$ cat src/sv/arp_cache_table_macros.svh
// Assertion macros shared by the ARP cache table modules.
`ifndef ARP_CACHE_TABLE_MACROS_SVH
`define ARP_CACHE_TABLE_MACROS_SVH

// Same-cycle implication, checked outside reset.
`define ARPCT_ASSERT_SAME(label, ante, cons) \
    label: assert property (@(posedge i_clk) disable iff (!i_rst_n) (ante) |-> (cons)) \
        else $error("arp cache table check failed");

// Next-cycle implication, checked outside reset.
`define ARPCT_ASSERT_NEXT(label, ante, cons) \
    label: assert property (@(posedge i_clk) disable iff (!i_rst_n) (ante) |=> (cons)) \
        else $error("arp cache table check failed");

`endif

$ cat src/sv/arpct_pkg.sv
// Types and constants shared by the ARP cache table modules.
`timescale 1ns / 1ps

package arpct_pkg;

    localparam int IP_W     = 32;
    localparam int MAC_W    = 48;
    localparam int STATUS_W = 3;
    localparam int INDEX_W  = 8;

    localparam logic [STATUS_W-1:0] ST_HIT      = 3'd0;
    localparam logic [STATUS_W-1:0] ST_MISS     = 3'd1;
    localparam logic [STATUS_W-1:0] ST_UPDATED  = 3'd2;
    localparam logic [STATUS_W-1:0] ST_INSERTED = 3'd3;
    localparam logic [STATUS_W-1:0] ST_FULL     = 3'd4;

    typedef enum logic [2:0] {
        S_IDLE,
        S_SCAN,
        S_CHECK,
        S_DECIDE,
        S_FINISH
    } t_state;

    // Commands from the controller to the datapath.
    typedef struct packed {
        logic capture;
        logic scan_step;
        logic mac_rd;
        logic do_update;
        logic do_insert;
        logic load_out;
    } t_cmd;

    // Status from the datapath to the controller.
    typedef struct packed {
        logic scan_last;
        logic hit;
        logic free;
        logic is_add;
        logic out_busy;
    } t_sts;

endpackage

$ cat src/sv/arpct_ctrl.sv
// Controller state machine for the ARP cache table: scan, decide, write, report.
`timescale 1ns / 1ps
`include "arp_cache_table_macros.svh"

module arpct_ctrl (
    input  logic             i_clk,
    input  logic             i_rst_n,
    input  logic             i_in_valid,
    input  arpct_pkg::t_sts  i_sts,
    output logic             o_in_ready,
    output arpct_pkg::t_cmd  o_cmd
);
    import arpct_pkg::*;

    t_state r_state;
    t_state n_state;

    always_ff @(posedge i_clk) begin
        if (!i_rst_n) begin
            r_state <= S_IDLE;
        end else begin
            r_state <= n_state;
        end
    end

    always_comb begin
        n_state    = r_state;
        o_cmd      = '0;
        o_in_ready = 1'b0;
        case (r_state)
            S_IDLE: begin
                o_in_ready = 1'b1;
                if (i_in_valid) begin
                    o_cmd.capture = 1'b1;
                    n_state       = S_SCAN;
                end
            end
            S_SCAN: begin
                o_cmd.scan_step = 1'b1;
                if (i_sts.scan_last) begin
                    n_state = S_CHECK;
                end
            end
            S_CHECK: begin
                // last compare lands at the end of this cycle
                n_state = S_DECIDE;
            end
            S_DECIDE: begin
                if (!i_sts.is_add) begin
                    o_cmd.mac_rd = i_sts.hit;
                end else if (i_sts.hit) begin
                    o_cmd.do_update = 1'b1;
                end else if (i_sts.free) begin
                    o_cmd.do_insert = 1'b1;
                end
                n_state = S_FINISH;
            end
            S_FINISH: begin
                // hold until the output register can take the beat
                if (!i_sts.out_busy) begin
                    o_cmd.load_out = 1'b1;
                    n_state        = S_IDLE;
                end
            end
            default: begin
                n_state = S_IDLE;
            end
        endcase
    end

    `ARPCT_ASSERT_NEXT(a_accept_starts_scan, i_in_valid && o_in_ready, r_state == S_SCAN)
    `ARPCT_ASSERT_NEXT(a_scan_ends_in_check, (r_state == S_SCAN) && i_sts.scan_last,
                       r_state == S_CHECK)
    `ARPCT_ASSERT_NEXT(a_decide_to_finish, r_state == S_DECIDE, r_state == S_FINISH)

endmodule

$ cat src/sv/arpct_dpath.sv
// Datapath for the ARP cache table: entry storage, scan, match and result register.
`timescale 1ns / 1ps
`include "arp_cache_table_macros.svh"

module arpct_dpath #(
    parameter int ENTRIES = 16
) (
    input  logic                            i_clk,
    input  logic                            i_rst_n,
    input  arpct_pkg::t_cmd                 i_cmd,
    input  logic                            i_req_type,
    input  logic [arpct_pkg::IP_W-1:0]      i_ip_addr,
    input  logic [arpct_pkg::MAC_W-1:0]     i_mac_addr,
    input  logic                            i_out_ready,
    output arpct_pkg::t_sts                 o_sts,
    output logic                            o_out_valid,
    output logic [arpct_pkg::STATUS_W-1:0]  o_status,
    output logic [arpct_pkg::MAC_W-1:0]     o_mac_found,
    output logic [arpct_pkg::INDEX_W-1:0]   o_entry_index
);
    import arpct_pkg::*;

    localparam int IDX_W = (ENTRIES > 1) ? $clog2(ENTRIES) : 1;
    localparam logic [IDX_W-1:0] LAST_IDX = IDX_W'(ENTRIES - 1);

    // Entry storage
    logic [IP_W-1:0]  r_ip_mem  [ENTRIES];
    logic [MAC_W-1:0] r_mac_mem [ENTRIES];
    logic [ENTRIES-1:0] r_valid;

    // Request
    logic             r_req_type;
    logic [IP_W-1:0]  r_ip;
    logic [MAC_W-1:0] r_mac;

    // Scan
    logic [IDX_W-1:0] r_addr;
    logic             r_rd_vld;
    logic             r_rd_vbit;
    logic [IDX_W-1:0] r_rd_idx;
    logic [IP_W-1:0]  r_rd_ip;
    logic             r_hit;
    logic [IDX_W-1:0] r_hit_idx;
    logic             r_free;
    logic [IDX_W-1:0] r_free_idx;
    logic [MAC_W-1:0] r_mac_q;

    // Result register
    logic                r_out_valid;
    logic [STATUS_W-1:0] r_out_status;
    logic [MAC_W-1:0]    r_out_mac;
    logic [INDEX_W-1:0]  r_out_index;

    logic                w_match;
    logic                w_empty;
    logic                w_wr_mac;
    logic [IDX_W-1:0]    w_wr_idx;
    logic [STATUS_W-1:0] w_status;
    logic [MAC_W-1:0]    w_mac_found;
    logic [INDEX_W-1:0]  w_index;

    assign w_match  = r_rd_vld && r_rd_vbit && (r_rd_ip == r_ip);
    assign w_empty  = r_rd_vld && !r_rd_vbit;
    assign w_wr_mac = i_cmd.do_update || i_cmd.do_insert;
    assign w_wr_idx = i_cmd.do_update ? r_hit_idx : r_free_idx;

    always_ff @(posedge i_clk) begin
        if (i_cmd.capture) begin
            r_req_type <= i_req_type;
            r_ip       <= i_ip_addr;
            r_mac      <= i_mac_addr;
        end
    end

    // Memory writes
    always_ff @(posedge i_clk) begin
        if (i_cmd.do_insert) begin
            r_ip_mem[r_free_idx] <= r_ip;
        end
        if (w_wr_mac) begin
            r_mac_mem[w_wr_idx] <= r_mac;
        end
    end

    // Memory reads
    always_ff @(posedge i_clk) begin
        if (i_cmd.scan_step) begin
            r_rd_ip   <= r_ip_mem[r_addr];
            r_rd_idx  <= r_addr;
            r_rd_vbit <= r_valid[r_addr];
        end
        if (i_cmd.mac_rd) begin
            r_mac_q <= r_mac_mem[r_hit_idx];
        end
    end

    always_ff @(posedge i_clk) begin
        if (!i_rst_n) begin
            r_valid <= '0;
        end else if (i_cmd.do_insert) begin
            r_valid[r_free_idx] <= 1'b1;
        end
    end

    always_ff @(posedge i_clk) begin
        if (!i_rst_n) begin
            r_addr   <= '0;
            r_rd_vld <= 1'b0;
            r_hit    <= 1'b0;
            r_free   <= 1'b0;
        end else if (i_cmd.capture) begin
            r_addr   <= '0;
            r_rd_vld <= 1'b0;
            r_hit    <= 1'b0;
            r_free   <= 1'b0;
        end else begin
            r_rd_vld <= i_cmd.scan_step;
            if (i_cmd.scan_step && (r_addr != LAST_IDX)) begin
                r_addr <= r_addr + 1'b1;
            end
            // keep the lowest matching and the lowest empty entry
            if (w_match && !r_hit) begin
                r_hit <= 1'b1;
            end
            if (w_empty && !r_free) begin
                r_free <= 1'b1;
            end
        end
    end

    always_ff @(posedge i_clk) begin
        if (w_match && !r_hit) begin
            r_hit_idx <= r_rd_idx;
        end
        if (w_empty && !r_free) begin
            r_free_idx <= r_rd_idx;
        end
    end

    always_comb begin
        w_mac_found = '0;
        w_index     = '0;
        if (!r_req_type) begin
            if (r_hit) begin
                w_status    = ST_HIT;
                w_mac_found = r_mac_q;
                w_index     = INDEX_W'(r_hit_idx);
            end else begin
                w_status = ST_MISS;
            end
        end else if (r_hit) begin
            w_status = ST_UPDATED;
            w_index  = INDEX_W'(r_hit_idx);
        end else if (r_free) begin
            w_status = ST_INSERTED;
            w_index  = INDEX_W'(r_free_idx);
        end else begin
            w_status = ST_FULL;
        end
    end

    always_ff @(posedge i_clk) begin
        if (!i_rst_n) begin
            r_out_valid <= 1'b0;
        end else if (i_cmd.load_out) begin
            r_out_valid <= 1'b1;
        end else if (i_out_ready) begin
            r_out_valid <= 1'b0;
        end
    end

    always_ff @(posedge i_clk) begin
        if (i_cmd.load_out) begin
            r_out_status <= w_status;
            r_out_mac    <= w_mac_found;
            r_out_index  <= w_index;
        end
    end

    assign o_sts.scan_last = (r_addr == LAST_IDX);
    assign o_sts.hit       = r_hit;
    assign o_sts.free      = r_free;
    assign o_sts.is_add    = r_req_type;
    assign o_sts.out_busy  = r_out_valid && !i_out_ready;

    assign o_out_valid   = r_out_valid;
    assign o_status      = r_out_status;
    assign o_mac_found   = r_out_mac;
    assign o_entry_index = r_out_index;

    `ARPCT_ASSERT_SAME(a_insert_needs_free_slot, i_cmd.do_insert,
                       r_free && !r_hit && r_req_type)
    `ARPCT_ASSERT_SAME(a_update_needs_hit, i_cmd.do_update, r_hit && r_req_type)
    `ARPCT_ASSERT_NEXT(a_load_shows_result, i_cmd.load_out, r_out_valid)

endmodule

$ cat src/sv/arp_cache_table.sv
// A request is captured, then scanned across all ENTRIES entries, checked and decided; the finish step loads
// the result register once it is not busy. The scan reads one IP entry per cycle through the single read port
// of the IP store, and no new request is taken until the controller is back in idle.
// A new request is taken while the previous result still waits in the output register.
// Reset (synchronous, active low) clears all valid bits and the controller; the table starts empty.
`timescale 1ns / 1ps

module arp_cache_table #(
    parameter int ENTRIES = 16
) (
    input  logic                            i_clk,
    input  logic                            i_rst_n,
    input  logic                            i_in_valid,
    output logic                            o_in_ready,
    input  logic                            i_req_type,
    input  logic [arpct_pkg::IP_W-1:0]      i_ip_addr,
    input  logic [arpct_pkg::MAC_W-1:0]     i_mac_addr,
    output logic                            o_out_valid,
    input  logic                            i_out_ready,
    output logic [arpct_pkg::STATUS_W-1:0]  o_status,
    output logic [arpct_pkg::MAC_W-1:0]     o_mac_found,
    output logic [arpct_pkg::INDEX_W-1:0]   o_entry_index
);
    import arpct_pkg::*;

    t_cmd w_cmd;
    t_sts w_sts;

    arpct_ctrl u_ctrl (
        .i_clk      (i_clk),
        .i_rst_n    (i_rst_n),
        .i_in_valid (i_in_valid),
        .i_sts      (w_sts),
        .o_in_ready (o_in_ready),
        .o_cmd      (w_cmd)
    );

    arpct_dpath #(
        .ENTRIES (ENTRIES)
    ) u_dpath (
        .i_clk         (i_clk),
        .i_rst_n       (i_rst_n),
        .i_cmd         (w_cmd),
        .i_req_type    (i_req_type),
        .i_ip_addr     (i_ip_addr),
        .i_mac_addr    (i_mac_addr),
        .i_out_ready   (i_out_ready),
        .o_sts         (w_sts),
        .o_out_valid   (o_out_valid),
        .o_status      (o_status),
        .o_mac_found   (o_mac_found),
        .o_entry_index (o_entry_index)
    );

endmodule
$ cat config.mk
export PLATFORM = sky130hd
export DESIGN_NAME = arp_cache_table
export DESIGN_NICKNAME = d
export VERILOG_FILES = /design/src/sv/arpct_pkg.sv /design/src/sv/arpct_ctrl.sv /design/src/sv/arpct_dpath.sv /design/src/sv/arp_cache_table.sv
export VERILOG_INCLUDE_DIRS = /design/src /design/src/sv
export SDC_FILE = /design/constraint.sdc
export NUM_CORES = 1
export LEC_CHECK = 0
export BUFFER_PORTS_ARGS = -buffer_cell sky130_fd_sc_hd__buf_2
export CORE_AREA = 2 2 290 406
export CTS_CLUSTER_DIAMETER = 80
export DETAILED_ROUTE_END_ITERATION = 8
export DIE_AREA = 0 0 292 408
export PLACE_DENSITY = 0.66
export SYNTH_ARGS = -nofsm -noshare
export SYNTH_HDL_FRONTEND = slang
export SYNTH_SLANG_ARGS = --single-unit
export TNS_END_PERCENT = 100
$ cat constraint.sdc
create_clock -name i_clk -period 6.15 [get_ports i_clk]
set_clock_uncertainty 0.05 [all_clocks]
set_input_delay 0.3075 -clock i_clk [delete_from_list [all_inputs] [get_ports i_clk]]
set_output_delay 0.3075 -clock i_clk [all_outputs]
set_load 0.05 [all_outputs]
# Yosys cells after proc, flatten, opt, wreduce, memory -nomap -nowiden
# Memories as Yosys holds them, arrays and structs flattened. A register that Yosys moved wholly into a read port is not among the register bits.
# Index checks and enable logic that the tools add are counted.
# word_totals
ram_bits	1280
n_memories	2
elab_cells	89
regBits	180
# memory_table
memory	depth	width	read_ports	rd_ports_with_merged_regs	write_ports	line_no	source
u_dpath.r_mac_mem	16	48	1	1	1	arpct_dpath.sv:28	logic [MAC_W-1:0] r_mac_mem [ENTRIES];
u_dpath.r_ip_mem	16	32	1	1	1	arpct_dpath.sv:27	logic [IP_W-1:0] r_ip_mem [ENTRIES];
# op_classes
reduce_logical	18
addsub	1
bitwise	3
eq_ne	10
n_mux	35
magnitude_cmp	3
# op_table
op	n
== test 32 bit	1
2-to-1 mux 3 bit	7
2-to-1 mux 1 bit	19
2-to-1 mux 8 bit	2
bitwise OR 16 bit	1
case mux 3 bit (5 select lines)	1
2-to-1 mux 4 bit	3
< comparator 4 x 5 -> 1 bit, second input constant	2
logical AND 1 bit	8
== test 3 x 2 -> 1 bit, second input constant	2
adder 4 x 1 -> 4 bit, second input constant	1
binary-select mux 1 bit (select 4 bit)	1
demux 1 bit (select 4 bit)	1
== test 4 bit, second input constant	1
greater-or-equal comparator 4 x 1 -> 1 bit, second input constant	1
logical NOT 1 bit	4
!= test 2 bit, second input constant	2
!= test 4 bit, second input constant	1
OR reduction 2 bit	2
== test 3 x 1 -> 1 bit, second input constant	1
== test 3 bit, second input constant	1
logical NOT 3 bit	1
AND reduction 3 bit	1
2-to-1 mux 2 bit	1
4 further kinds	5

# Depth between registers and ports, before layout
# depth
word_depth	7
ltp_mapped	7
depth_no_buf	6

# By module
# Synthesis repeated with hierarchy kept, for this count alone.
# hier_totals
cells_unflattened	2395
area_unflattened_um2	57292.4
# by_module_without_submodules
module	seq_area_each_um2	area_each_um2	cells_each	n_inst
arpct_dpath	45793.9	57099.8	2374	1
arpct_ctrl	60.1	192.7	21	1

# Worst setup path before layout
# No wires, ideal clock.
# synth_timing
kind	register -> register
startpoint	register u_ctrl.r_state[0]
endpoint	register u_dpath.r_hit
setup_slack_ns	1.920
path_stages_with_launch	5
path_buffers	0
arrival_ns	4.064
cell_sequence	dfxtp_1 > nor3_1 > and2_1 > nand2b_1 > o21ba_2
# synth_lines
item	line_no	source
start, declared	arpct_ctrl.sv:15	t_state r_state;
start signal, assigned	arpct_ctrl.sv:22	r_state <= n_state;
end signal, assigned	arpct_dpath.sv:109	r_hit <= 1'b0;
end signal, assigned	arpct_dpath.sv:114	r_hit <= 1'b0;
end signal, assigned	arpct_dpath.sv:123	r_hit <= 1'b1;
end, declared	arpct_dpath.sv:42	logic r_hit;

# Final worst setup path
# layout_timing
startpoint	register u_ctrl.r_state[0]
endpoint	memory u_dpath.r_mac_mem[7][25], enable pin
# layout_between
elab_chain_cells	5
# layout_rtl
item	line_no	source
== test 3 x 2 -> 1 bit *	arpct_ctrl.sv:30	case (r_state)
2-to-1 mux 3 bit *	arpct_ctrl.sv:30	
logical OR 1 bit	arpct_dpath.sv:64	assign w_wr_mac = i_cmd.do_update || i_cmd.do_insert;
2-to-1 mux 1 bit	arpct_dpath.sv:80	if (w_wr_mac) begin
2-to-1 mux 1 bit (implied by the code)	arpct_dpath.sv:81	r_mac_mem[w_wr_idx] <= r_mac;
end, declared	arpct_dpath.sv:28	
# Mark *: on every way between the ends. The rest lies on a longest branch, timed or not.

==> impl_results.md <==
* Vias at 25308
* Number of enable flip-flop cells after synthesis at 1509
* Ports at 146
* Synth Cell Area at 57300 um^2
* Distinct cell type count after synthesis at 39
* Maximum clock insertion buffer count at 3
* Main synth FF type: edfxtp_1
* Final setup viols at 0
* Vias per cell at 5.87
* Post-synth top cells: 1509 x edfxtp_1, 369 x mux4_2, 54 x clkbuf_1
* Sequential power share at 0.567
* Rel. slew slack at 0.121
* Die Y at 408 um
* Fin cells at 4309
* H-tree level count at 4
* FF-to-FF Start: u_ctrl.r_state[0]$_SDFFE_PN0P_
* Placer Congestion at 0.799
* DRT Wirelength at 120 mm
* Final hold vios at 0
* Remaining DRCs at 0
* Avg Cell Area, Syn at 23.9 um^2
* First-pass DRT Iterations at 6
* CTS sink cnt at 1536
* Global-route wire length before repair at 178 mm
* Asr flop ratio synth at 0
* Core Util, Final at 0.564
* Seq/Total Area, Yosys at 0.801
* Clock Pin Slew Worst Setup and Hold Paths at 0.06 ns
* Hold Buf Count CTS at 83
* Initial antenna violation count at 2
* Largest cells by area after synthesis: edfxtp_1 79%, mux4_2 15%, dfxtp_1 0.94%
* Synth Register Bits at 1536
* Top-count cell post-synth: edfxtp_1
* Final HPWL DP at 66.7 mm
* Pwr dens at 317 nW/um^2
* Total Routing Usage GR at 0.205
* Cell total after placement at 3969
* Total Power at 20.7 mW
* Clock root buffer: clkbuf_16
* Area grow syn2layout at 14.0%
* Initial Util at 0.495
* Status: finished, final reports clean
* RSZ-0062 raised after global routing: no
* Worst vdd ir at 273 uV
* Area leader, netlist: edfxtp_1
* Tcrit/Tclk final at 0.631
* WP data required at 6.51 ns
* Crit path from: u_ctrl.r_state[0]$_SDFFE_PN0P_
* Slew Viols, Final at 0
* Min-delay src: i_out_ready
* Switching share of power at 0.198
* Setup tns final at 0 ns
* Die W at 292 um
* Tightest Hold Check Type: input pin to flop
* Max Cap Viol at 0
* Clock share of power at 0.418
* Total CTS buffers at 145
* Post-Synthesis Cells at 2398
* Gr ovfl total at 0
* CTS tree: done
* Ys Warns at 0
* Internal power at 16.6 mW
* Post-DR wirelength/cell at 27.9 um
* Antenna-violating nets left at 0
* Combinational share of power at 0.015
* Worst-margin pin slew at 1.32 ns
* Startpoint Class: flop
* Element type at the critical path end: flop
* Worst path arrival time at 4.25 ns
* P_sw at 4.10 mW
* Largest net degree at the start of global routing at 180
* Setup Fix Bufs, Post-CTS at 0
* Kind of critical path: flop to flop
* Worst skew pair latency at 0.76 ns
* Rows at 148
* I/O Buffers at 141
* Pleak at 20.5 nW
* CORE AREA at 116000 um^2
* Share of the synthesized area in the top cell type at 0.791
* Final nets at 2785
* Fraction of layout cells with a size suffix above 1 at 0.284
* Iter 0 DRT Violations at 2152
* Vias in the first global route at 26943
* Post-route minimum period at 3.88 ns
* Post-CTS sizing at 0
* Fmax at 258 MHz
* Worst Path Max Fanout at 25
* Die ar. at 119000 um^2
layer usage:
metal | vias to the layer above | routed length, um | global-route usage
met5 | - | 13 | 0
met2 | 882 | 63900 | 0.360
met3 | 196 | 6750 | 0.0359
met4 | 2 | 3090 | 0.0658
li1 | 10724 | - | -
met1 | 13504 | 46600 | 0.260
worst paths after layout:
path / depth (start not counted) / slack [ns] / endpoint
max: 6 / 2.27 / u_dpath.r_mac_mem[7][25]$_DFFE_PP_
min: 4 / 0.08 / u_ctrl.r_state[2]$_SDFFE_PN0P_
max reg2reg: 6 / 2.27 / u_dpath.r_mac_mem[7][25]$_DFFE_PP_
min reg2reg: 0 / 0.40 / u_dpath.r_free_idx[2]$_DFFE_PP_
through the flow:
| stage | hold WS (ns) | instance area, um^2 | setup slack [ns] |
|---|---|---|---|
| after floorplan | 0.356 | 57300 | 1.92 |
| after global placement | 0.381 | 59900 | 2.49 |
| after detailed placement | 0.387 | 59900 | 2.31 |
| after CTS | 0.00374 | 65300 | 2.28 |
| after global routing | 0.0588 | 65300 | 2.01 |
| final | 0.0833 | 65300 | 2.27 |
sequential cells by signal, indices dropped and copies added (netlist names):
register,cells
u_dpath.r_valid,16
u_dpath.r_ip,32
u_dpath.o_mac_found,48
u_dpath.r_addr,4
u_dpath.r_rd_ip,32
u_dpath.r_mac_mem,768
u_dpath.r_free_idx,4
u_dpath.r_mac_q,48
u_dpath.r_req_type,1
u_ctrl.r_state,3
u_dpath.o_entry_index,4
u_dpath.o_out_valid,1
u_dpath.r_ip_mem,512
u_dpath.r_mac,48
u_dpath.o_status,3
u_dpath.r_free,1
u_dpath.r_rd_vld,1
u_dpath.r_rd_idx,4
u_dpath.r_hit_idx,4
u_dpath.r_rd_vbit,1
u_dpath.r_hit,1
kinds of logic after synthesis:
logic type	count (synthesis)	synth area share
adders and majority gates	1	0.000218
muxes	406	0.152
buffers and inverters	125	0.0114
AOI/OAI and AO/OA	101	0.0112
xor gates and xnor gates	35	0.00535
other	1	0.0000655
DFF	1536	0.801
and+or+nand+nor	193	0.0186
worst max-delay path: stages (launching register included):
cell     delay, ns
dfxtp_1       0.45
nor2b_1       0.25
nand4_1       0.49
nor3b_1       0.38
o21ai_0       0.43
nor2_4        0.96
buf_4         0.50
cells in the final DEF, fill, tap and decap left out, types with 6 or more instances in the layout:
cell type         n
xor2_1           31
nand3_1           7
nand2_1          12
inv_6             6
bufinv_16        10
dlygate4sd3_1    83
buf_4            45
nor4_1            7
clkinv_1         34
mux4_2          369
edfxtp_1       1509
nand2b_1          6
clkbuf_16       149
nor2b_1          38
o21ai_0           6
a21oi_1          37
dfxtp_1          23
buf_2           141
o21a_1           17
clkbuf_1         26
nor3_1            7
nor2_4           29
and2_1           49
nor3b_1           6
clkinv_2         19
a211oi_1         33
nor2_1           13
mux2i_1          34
layout make-up:
cell class                 count  area [um^2]
tap                         1500         1880
antenna                        1         2.50
clock inverter                81          738
inverter                       3         11.3
multi-input combinational    740        11000
fill                        8230        50400
sequential                  1536        45900
timing repair buffer         273         1950
clock buffer                 175         3830
power groups by stage:
stage	clock network, mW	logic [mW]	registers, mW
2_1_floorplan	0	0.194	11.9
3_3_place_gp	0	0.275	11.9
3_5_place_dp	0	0.277	12.0
4_1_cts	8.81	0.321	11.7
5_1_grt	9.20	0.339	11.8
6_report	8.65	0.314	11.7
Power figures use the tool's default switching activity.
